### config.mk
export PLATFORM = sky130hd
export DESIGN_NAME = lea_round_cell
export DESIGN_NICKNAME = d
export VERILOG_FILES = /design/src/rtl/lea_pkg.sv /design/src/rtl/lea_round_cell.sv
export SDC_FILE = /design/constraint.sdc
export NUM_CORES = 1
export LEC_CHECK = 0
export CAP_MARGIN = 20
export CORE_MARGIN = 2
export CORE_UTILIZATION = 42
export DETAILED_ROUTE_END_ITERATION = 16
export DONT_BUFFER_PORTS = 1
export SYNTH_ARGS = -nofsm -noshare
export SYNTH_HDL_FRONTEND = slang
export SYNTH_SLANG_ARGS = --single-unit
### constraint.sdc
create_clock -name aclk -period 7.5 [get_ports aclk]
set_input_delay 0.75 -clock aclk [delete_from_list [all_inputs] [get_ports aclk]]
set_output_delay 0.75 -clock aclk [all_outputs]
set_load 0.005 [all_outputs]
### src/rtl/lea_pkg.sv
// Types and constants shared by the LEA-128 core and its round cells.
`timescale 1ns / 1ps
`default_nettype none

package lea_pkg;

    localparam int KEY_WORDS_DEF = 96;
    localparam int WORD_W        = 32;
    localparam int KIDX_W        = 7;
    localparam int RND_W         = KIDX_W - 2;
    localparam int S_TDATA_W     = 168;
    localparam int M_TDATA_W     = 4 * WORD_W;

    typedef enum logic [1:0] {
        OP_LOAD = 2'd0,
        OP_ENC  = 2'd1,
        OP_DEC  = 2'd2,
        OP_NOP  = 2'd3
    } lea_op_t;

    typedef struct packed {
        lea_op_t             op;
        logic [KIDX_W-1:0]   key_index;
        logic [WORD_W-1:0]   key_value;
        logic [WORD_W-1:0]   x0;
        logic [WORD_W-1:0]   x1;
        logic [WORD_W-1:0]   x2;
        logic [WORD_W-1:0]   x3;
    } lea_item_t;

endpackage

`default_nettype wire

### src/rtl/lea_round_cell.sv
// One round cell of the LEA chain: holds its round keys and applies one round.
`timescale 1ns / 1ps
`default_nettype none

module lea_round_cell #(
    parameter int ROUNDS = lea_pkg::KEY_WORDS_DEF / 4,
    parameter int INDEX  = 0
) (
    input  wire                 aclk,
    input  wire                 aresetn,
    input  wire                 advance,
    input  wire                 in_valid,
    input  lea_pkg::lea_item_t  in_item,
    output logic                out_valid,
    output lea_pkg::lea_item_t  out_item
);
    import lea_pkg::*;

    localparam logic [RND_W-1:0] ENC_ROUND = RND_W'(INDEX);
    localparam logic [RND_W-1:0] DEC_ROUND = RND_W'(ROUNDS - 1 - INDEX);

    logic [WORD_W-1:0] enc_key_reg [4];
    logic [WORD_W-1:0] dec_key_reg [4];
    logic              valid_reg;
    lea_item_t         item_reg;
    lea_item_t         item_next;

    logic              is_load;
    logic [RND_W-1:0]  load_round;
    logic [1:0]        load_word;
    logic [WORD_W-1:0] e0, e1, e2;
    logic [WORD_W-1:0] p0, p1, p2, p3;

    assign is_load    = in_valid && (in_item.op == OP_LOAD);
    assign load_round = in_item.key_index[KIDX_W-1:2];
    assign load_word  = in_item.key_index[1:0];

    // A load writes this cell as it passes, so items behind it see the new key.
    always_ff @(posedge aclk) begin
        if (advance && is_load) begin
            if (load_round == ENC_ROUND) begin
                enc_key_reg[load_word] <= in_item.key_value;
            end
            if (load_round == DEC_ROUND) begin
                dec_key_reg[load_word] <= in_item.key_value;
            end
        end
    end

    always_comb begin
        e0 = (in_item.x0 ^ enc_key_reg[0]) + (in_item.x1 ^ enc_key_reg[1]);
        e1 = (in_item.x1 ^ enc_key_reg[2]) + (in_item.x2 ^ enc_key_reg[1]);
        e2 = (in_item.x2 ^ enc_key_reg[3]) + (in_item.x3 ^ enc_key_reg[1]);

        p0 = in_item.x3;
        p1 = ({in_item.x0[8:0], in_item.x0[31:9]} - (p0 ^ dec_key_reg[0]))
             ^ dec_key_reg[1];
        p2 = ({in_item.x1[26:0], in_item.x1[31:27]} - (p1 ^ dec_key_reg[2]))
             ^ dec_key_reg[1];
        p3 = ({in_item.x2[28:0], in_item.x2[31:29]} - (p2 ^ dec_key_reg[3]))
             ^ dec_key_reg[1];

        item_next = in_item;
        case (in_item.op)
            OP_ENC: begin
                item_next.x0 = {e0[22:0], e0[31:23]};
                item_next.x1 = {e1[4:0], e1[31:5]};
                item_next.x2 = {e2[2:0], e2[31:3]};
                item_next.x3 = in_item.x0;
            end
            OP_DEC: begin
                item_next.x0 = p0;
                item_next.x1 = p1;
                item_next.x2 = p2;
                item_next.x3 = p3;
            end
            default: begin
                item_next = in_item;
            end
        endcase
    end

    always_ff @(posedge aclk) begin
        if (!aresetn) begin
            valid_reg <= 1'b0;
        end else if (advance) begin
            valid_reg <= in_valid;
        end
    end

    always_ff @(posedge aclk) begin
        if (advance) begin
            item_reg <= item_next;
        end
    end

    assign out_valid = valid_reg;
    assign out_item  = item_reg;

endmodule

`default_nettype wire

==> summary.md, run 1 <==
| Metric | Value |
|---|---|
| Adder-Cell Fraction of Synth Area | 9.126% |
| Post-DP HPWL | between 80000 and 90000 µm |
| Static Leakage | 12.36 nW |
| Final setup fails | 0 |
| Initial Utilization | 42.39% |
| Setup crit start kind | register |
| CP endpoint kind | register |
| Synth Area in Simple Gates | 8.524% |
| Power density over the cells | about 270 mW/mm² |
| Seq cells post-synth | 426 |
| Syn_area_per_cell | 11.23 µm² |
| Fill count | approximately 5800 |
| Final Util | 49.46% |
| Hold WS | 0.2277 ns |
| Synth Flop Type | edfxtp_1 |
| CP arrival | 7.61 ns |
| First-pass GRT wire length | ~150000 µm |
| Sequential share of the synthesized area | 46.95% |
| CTS max path bufs | 3 |
| Commonest non-fill, non-tap cells in the layout | edfxtp_1, xor2_1, xnor2_1, nor2_1, buf_4 |
| Root buffer cell | clkbuf_16 |
| Highest clock rate | 137.7 MHz |
| Mux cell area share after synthesis | less than 1% |
| Final nets | 3014 |
| Synth cell types | 80 |
| Syn Nets | 2792 |
| Final hold violations | 0 |
| Final worst-path cycle share | 96.80% |
| Yosys Warn Count | 0 |
| Pins Over Slew Limit | 0 |
| Worst IR Drop VDD | 0.1595 mV |
| Total clock buffers created by CTS | 49 |
| Vias per cell | 6.029 |
| Critical path's slowest cell | fa_2 |
| Worst Max-Slew Pin Slew | ~1.1 ns |
| Design Area, Final | 0.03177 mm² |
| Worst path max stage delay | roughly 0.39 ns |
| Die Height | between 200 and 300 µm |
| WP data required | just under 8 ns |
| Total gr overflow | 0 |
| First-iteration detailed-routing DRC count | around 2400 |
| Core area | 0.06423 mm² |
| Mapped cell area | 0.02723 mm² |
| Main combinational cell family by area after synthesis | XOR/XNOR gates |
| Port-buffer cells | 0 |
| Reg clk slew, reported paths | around 0.060 ns |
| Top-area cell type share of the netlist area | 46.87% |
| CP Max Fanout | 3 |
| GPL Wtd Cong | 0.9812 |
| Hold WC Path Type | input pin to register |
| Final ANT Viol Nets | 0 |
| Synth Area in Compound Gates | 15.84% |
| Vias in the first global route | around 20000 |
| WL/cell | 30.07 µm |
| Largest area contributor in the netlist | edfxtp_1 |
| Std cell rows | 93 |
| Area grow syn2layout | 16.68% |
| GRT Resource Usage Total | between 30% and 40% |
| Status | finished, final reports clean |
| CTS tree | yes |
| Crit Path Class | register to register |
| Skew final | 0.02586 ns |
| Sink Count | between 400 and 500 |
| Max cap viols | 0 |
| Xor/xnor share of the synthesized area | around 18% |
| Drt pass-1 iters | 7 |
| CTS H-tree lvls | 2 |
| Final WL | 106500 µm |
| Most common cell after layout, fill and taps aside | edfxtp_1 |
| Post-route DRC | 0 |
| Final min period | 7.260 ns |
| Initial antenna violation count | 2 |
| Die W | 258.6 µm |
| Final Power | approximately 8.7 mW |
| I/O pins | 343 |
| Critical Path Most Common Cell | a21o_1 |
| Clock Latency Late Sink | 0.61 ns |
| Largest register FFs | 169 |
| Layout cells sized above 1 | 14.37% |
| Vias | 21350 |
| Largest net degree at the start of global routing | between 150 and 200 |
| Number of antenna repair diodes | 0 |
| Post-synth EDFFs | 425 |
| Slew headroom | 22.89% |
| Die Area | 0.06688 mm² |
| Synth top area cells | edfxtp_1, xnor2_1, xor2_1 |
| Ys async rst share | 0% |
| Post-Synthesis Cells | 2424 |
| Area after DPL | 0.02976 mm² |
[synth_stat cells (11+ instances only)]
cell type  instances
o21ai_0           84
edfxtp_1         425
a22oi_1           21
nand2_1           72
nand4_1           13
xor2_1           272
o21a_1            21
o31ai_1           11
a221oi_1          81
nand3_1           27
nor2b_1           18
and3_1            27
nor3_1            24
ha_1             189
o21bai_1          33
inv_1             53
a221o_1           14
nor2_1           249
a31oi_1           14
clkbuf_1          56
nand2b_1          31
a21o_1            99
xnor2_1          280
a21oi_1          179
[area by class of cell]
type	instances	area (µm²)	share of cell area (%)
sequential	426	12780	40.23
timing repair buffer	228	1715	5.400
multi-input combinational	1887	14390	45.29
inverter	54	205.2	0.6459
clock buffer	62	1348	4.242
tap	855	1070	3.367
clock inverter	29	261.5	0.8231
[critical path, delay by kind of cell, from the launching register on]
family,cells,cell delay (ns)
AO/OA/AOI/OAI,21,3.92
XOR/XNOR,6,1.02
adder cells (fa/ha/maj),4,1.05
buffers and inverters,1,0.06
flip-flops,1,0.38
AND/OR/NAND/NOR,4,0.57
[path summary, 6_finish.rpt]
check / from / to / slack, ns / cells past startpoint
setup / recovery: dec_key_reg[0][0] / out_item[28] / 0.24 / 36
hold / removal: in_item[136] / enc_key_reg[2][8] / 0.23 / 0
setup reg to reg: dec_key_reg[0][0] / out_item[28] / 0.24 / 36
hold reg to reg: out_valid / out_valid / 0.50 / 2
[stage by stage]
| step | setup WS [ns] | TNS, ns | instances |
|---|---|---|---|
| floorplan | 0.09330 | 0 | 2424 |
| global placement | -0.8141 | -5.877 | 3433 |
| detailed placement | -0.9115 | -6.365 | 3433 |
| CTS | -0.005057 | -0.005057 | 3524 |
| global route | -0.05730 | -0.2414 | 3541 |
| finish | 0.2397 | 0 | 3541 |
[cells by family (layout without fill, tap and decap cells)]
kind of cell    count (synthesis)  count (layout)
buf+inv                       111             373
flops                         426             426
compound gates                632             632
mux                             5               5
simple gates                  502             502
xor+xnor                      553             553
fa+ha+maj                     195             195
[what timing repair did]
| action | CTS | global route |
|---|---|---|
| pin swaps | 4 | 65 |
| setup endpoints to repair | 10 | 15 |
| buffers inserted | 0 | 17 |
| hold buffers | 0 | 0 |
| resized for setup | 13 | 47 |
| gates cloned | 0 | 0 |
[layer usage]
metal  vias to the layer above  routed length, µm  track usage [%]
met5                         -                 23                0
met4                         4               4300            11.26
met3                       200               9543            5.360
met2                      1141              48790            49.82
met1                     10540              43810            41.62
li1                       9463                  -                -
[report_power, final]
part	total (mW)	leakage (nW)	switching, mW	internal [mW]
sequential	2.86	3.96	0.0744	2.78
clock	2.44	0.775	1.06	1.38
combinational	3.43	7.63	1.82	1.60
Power figures use the tool's default switching activity.
==> run 2: changes to the inputs <==
- CORE_UTILIZATION: 42 -> 30
==> summary.md, run 2 (synthesis results as in run 1) <==
| Metric | Value |
|---|---|
| Status | finished, final reports clean |
| Critical path's slowest cell | or4b_4 |
| Port-buffer cells | 0 |
| Die Height | just over 300 µm |
| Final min period | 7.270 ns |
| Die Area | 0.09318 mm² |
| Core area | 0.09001 mm² |
| CP endpoint kind | register |
| CTS H-tree lvls | 2 |
| Vias per cell | 5.473 |
| GPL Wtd Cong | ~0.9 |
| Most common cell after layout, fill and taps aside | edfxtp_1 |
| Drt pass-1 iters | 6 |
| CP arrival | 7.66 ns |
| WP data required | 7.89 ns |
| Vias in the first global route | ~20000 |
| Final WL | 112900 µm |
| Post-route DRC | 0 |
| Worst path max stage delay | 0.48 ns |
| Largest register FFs | 169 |
| Final Util | 36.23% |
| Final hold violations | 0 |
| Final worst-path cycle share | about 97% |
| Final nets | 3026 |
| Hold-fix buffers, CTS | 0 |
| Power density over the cells | 282.5 mW/mm² |
| Final setup fails | 0 |
| Pins Over Slew Limit | 0 |
| Crit Path Class | register to register |
| Area grow syn2layout | 19.76% |
| CP Max Fanout | 5 |
| First-pass GRT wire length | 155800 µm |
| CTS tree | yes |
| Vias | between 20000 and 25000 |
| Hold WC Path Type | input pin to register |
| Initial Utilization | 30.25% |
| Final ANT Viol Nets | 0 |
| Layout cells sized above 1 | 15.54% |
| Worst Max-Slew Pin Slew | 1.006 ns |
| Highest clock rate | 137.5 MHz |
| Slew headroom | 32.77% |
| Static Leakage | 12.57 nW |
| Final Power | 9.212 mW |
| Die W | 305.3 µm |
| Initial antenna violation count | 1 |
| Total clock buffers created by CTS | 54 |
| Std cell rows | 110 |
| Commonest non-fill, non-tap cells in the layout | edfxtp_1, xor2_1, xnor2_1, nor2_1, buf_4 |
| Sink Count | 426 |
| Reg clk slew, reported paths | 0.06 ns |
| First-iteration detailed-routing DRC count | 2313 |
| GRT Resource Usage Total | 23.51% |
| Setup TNS Final | 0 ns |
| Total gr overflow | 0 |
| I/O pins | 343 |
| Root buffer cell | clkbuf_16 |
| Max cap viols | 0 |
| Clock Latency Late Sink | 0.63 ns |
| Skew final | 0.02380 ns |
| Critical Path Most Common Cell | a21o_1 |
| Largest net degree at the start of global routing | roughly 170 |
| Fill count | 8956 |
| CTS max path bufs | 3 |
| Post-DP HPWL | 85820 µm |
| WL/cell | 29.11 µm |
| Reg2reg setup slack | 0.23 ns |
| Worst IR Drop VDD | 0.2030 mV |
| Setup crit start kind | register |
run 2: changes by cell type in the layout (fill, tap and decap cells not counted), moves of 3 or more:
cell and delta:
clkbuf_1 -6, inv_6 +3, clkbuf_16 +6, buf_4 +7
clkinv_2 +3, clkbuf_8 -3, bufinv_16 +6, a21oi_2 +4
a21oi_1 -4, xnor2_2 +5, xnor2_1 -5
run 2: final timing paths:
| kind | depth (start not counted) | end | start |
|---|---|---|---|
| hold / removal | 0 | enc_key_reg[3][31] | in_item[159] |
| hold reg to reg | 2 | out_valid | out_valid |
| setup reg to reg | 36 | out_item[22] | dec_key_reg[0][0] |
| setup / recovery | 36 | out_item[22] | dec_key_reg[0][0] |
run 2: timing repair:
item                                    in CTS  in global routing
endpoints found under the hold margin        0                  0
pin swaps                                   13                 71
resized for setup                           15                 61
endpoints found under the setup margin       7                 12
buffers inserted                             4                 13
cloned                                       0                  0
run 2: area by class of cell:
cell class | instances | area (µm²) | share of cell area (%)
tap | 1176 | 1471 | 4.512
sequential | 426 | 12780 | 39.20
clock buffer | 59 | 1434 | 4.397
timing repair buffer | 235 | 1768 | 5.422
inverter | 54 | 205.2 | 0.6293
clock inverter | 41 | 473.0 | 1.450
multi-input combinational | 1887 | 14470 | 44.38
antenna | 1 | 2.502 | 0.007674
run 2: stage by stage:
| stage | instance area (µm²) | instances | hold slack, ns | worst slack [ns] |
|---|---|---|---|---|
| after CTS | 32230 | 3865 | 0.1664 | -0.009133 |
| after global placement | 30220 | 3761 | 0.4846 | -0.7051 |
| final | 32610 | 3879 | 0.2108 | 0.2296 |
| after detailed placement | 30220 | 3761 | 0.4891 | -0.7576 |
| after floorplan | 27230 | 2424 | 0.4722 | 0.09330 |
| after global routing | 32610 | 3878 | 0.1845 | -0.02953 |
run 2: critical path, delay by kind of cell (launching register included):
kind | cells | cell delay, ns
XOR/XNOR | 6 | 0.93
AO/OA/AOI/OAI | 17 | 2.97
adder cells (fa/ha/maj) | 4 | 1.15
buffers and inverters | 4 | 0.57
AND/OR/NAND/NOR | 5 | 1.05
flip-flops | 1 | 0.37
run 2: metal layers:
metal / share of wire, % / GRT usage (%) / vias up / routed length, µm
met2: 45 / 37.60 / 1106 / 51040
met4: 4.2 / 8.936 / 6 / 4771
met1: 41 / 30.23 / 10440 / 45740
met3: 10 / 6.461 / 207 / 11330
met5: 0.032 / 0 / - / 36
li1: - / - / 9471 / -
run 2: report_power, final:
part	switching (mW)	internal (mW)	total, mW
Sequential	0.0795	2.78	2.86
Clock	1.15	1.69	2.85
Combinational	1.85	1.65	3.50
Total	3.09	6.12	9.21
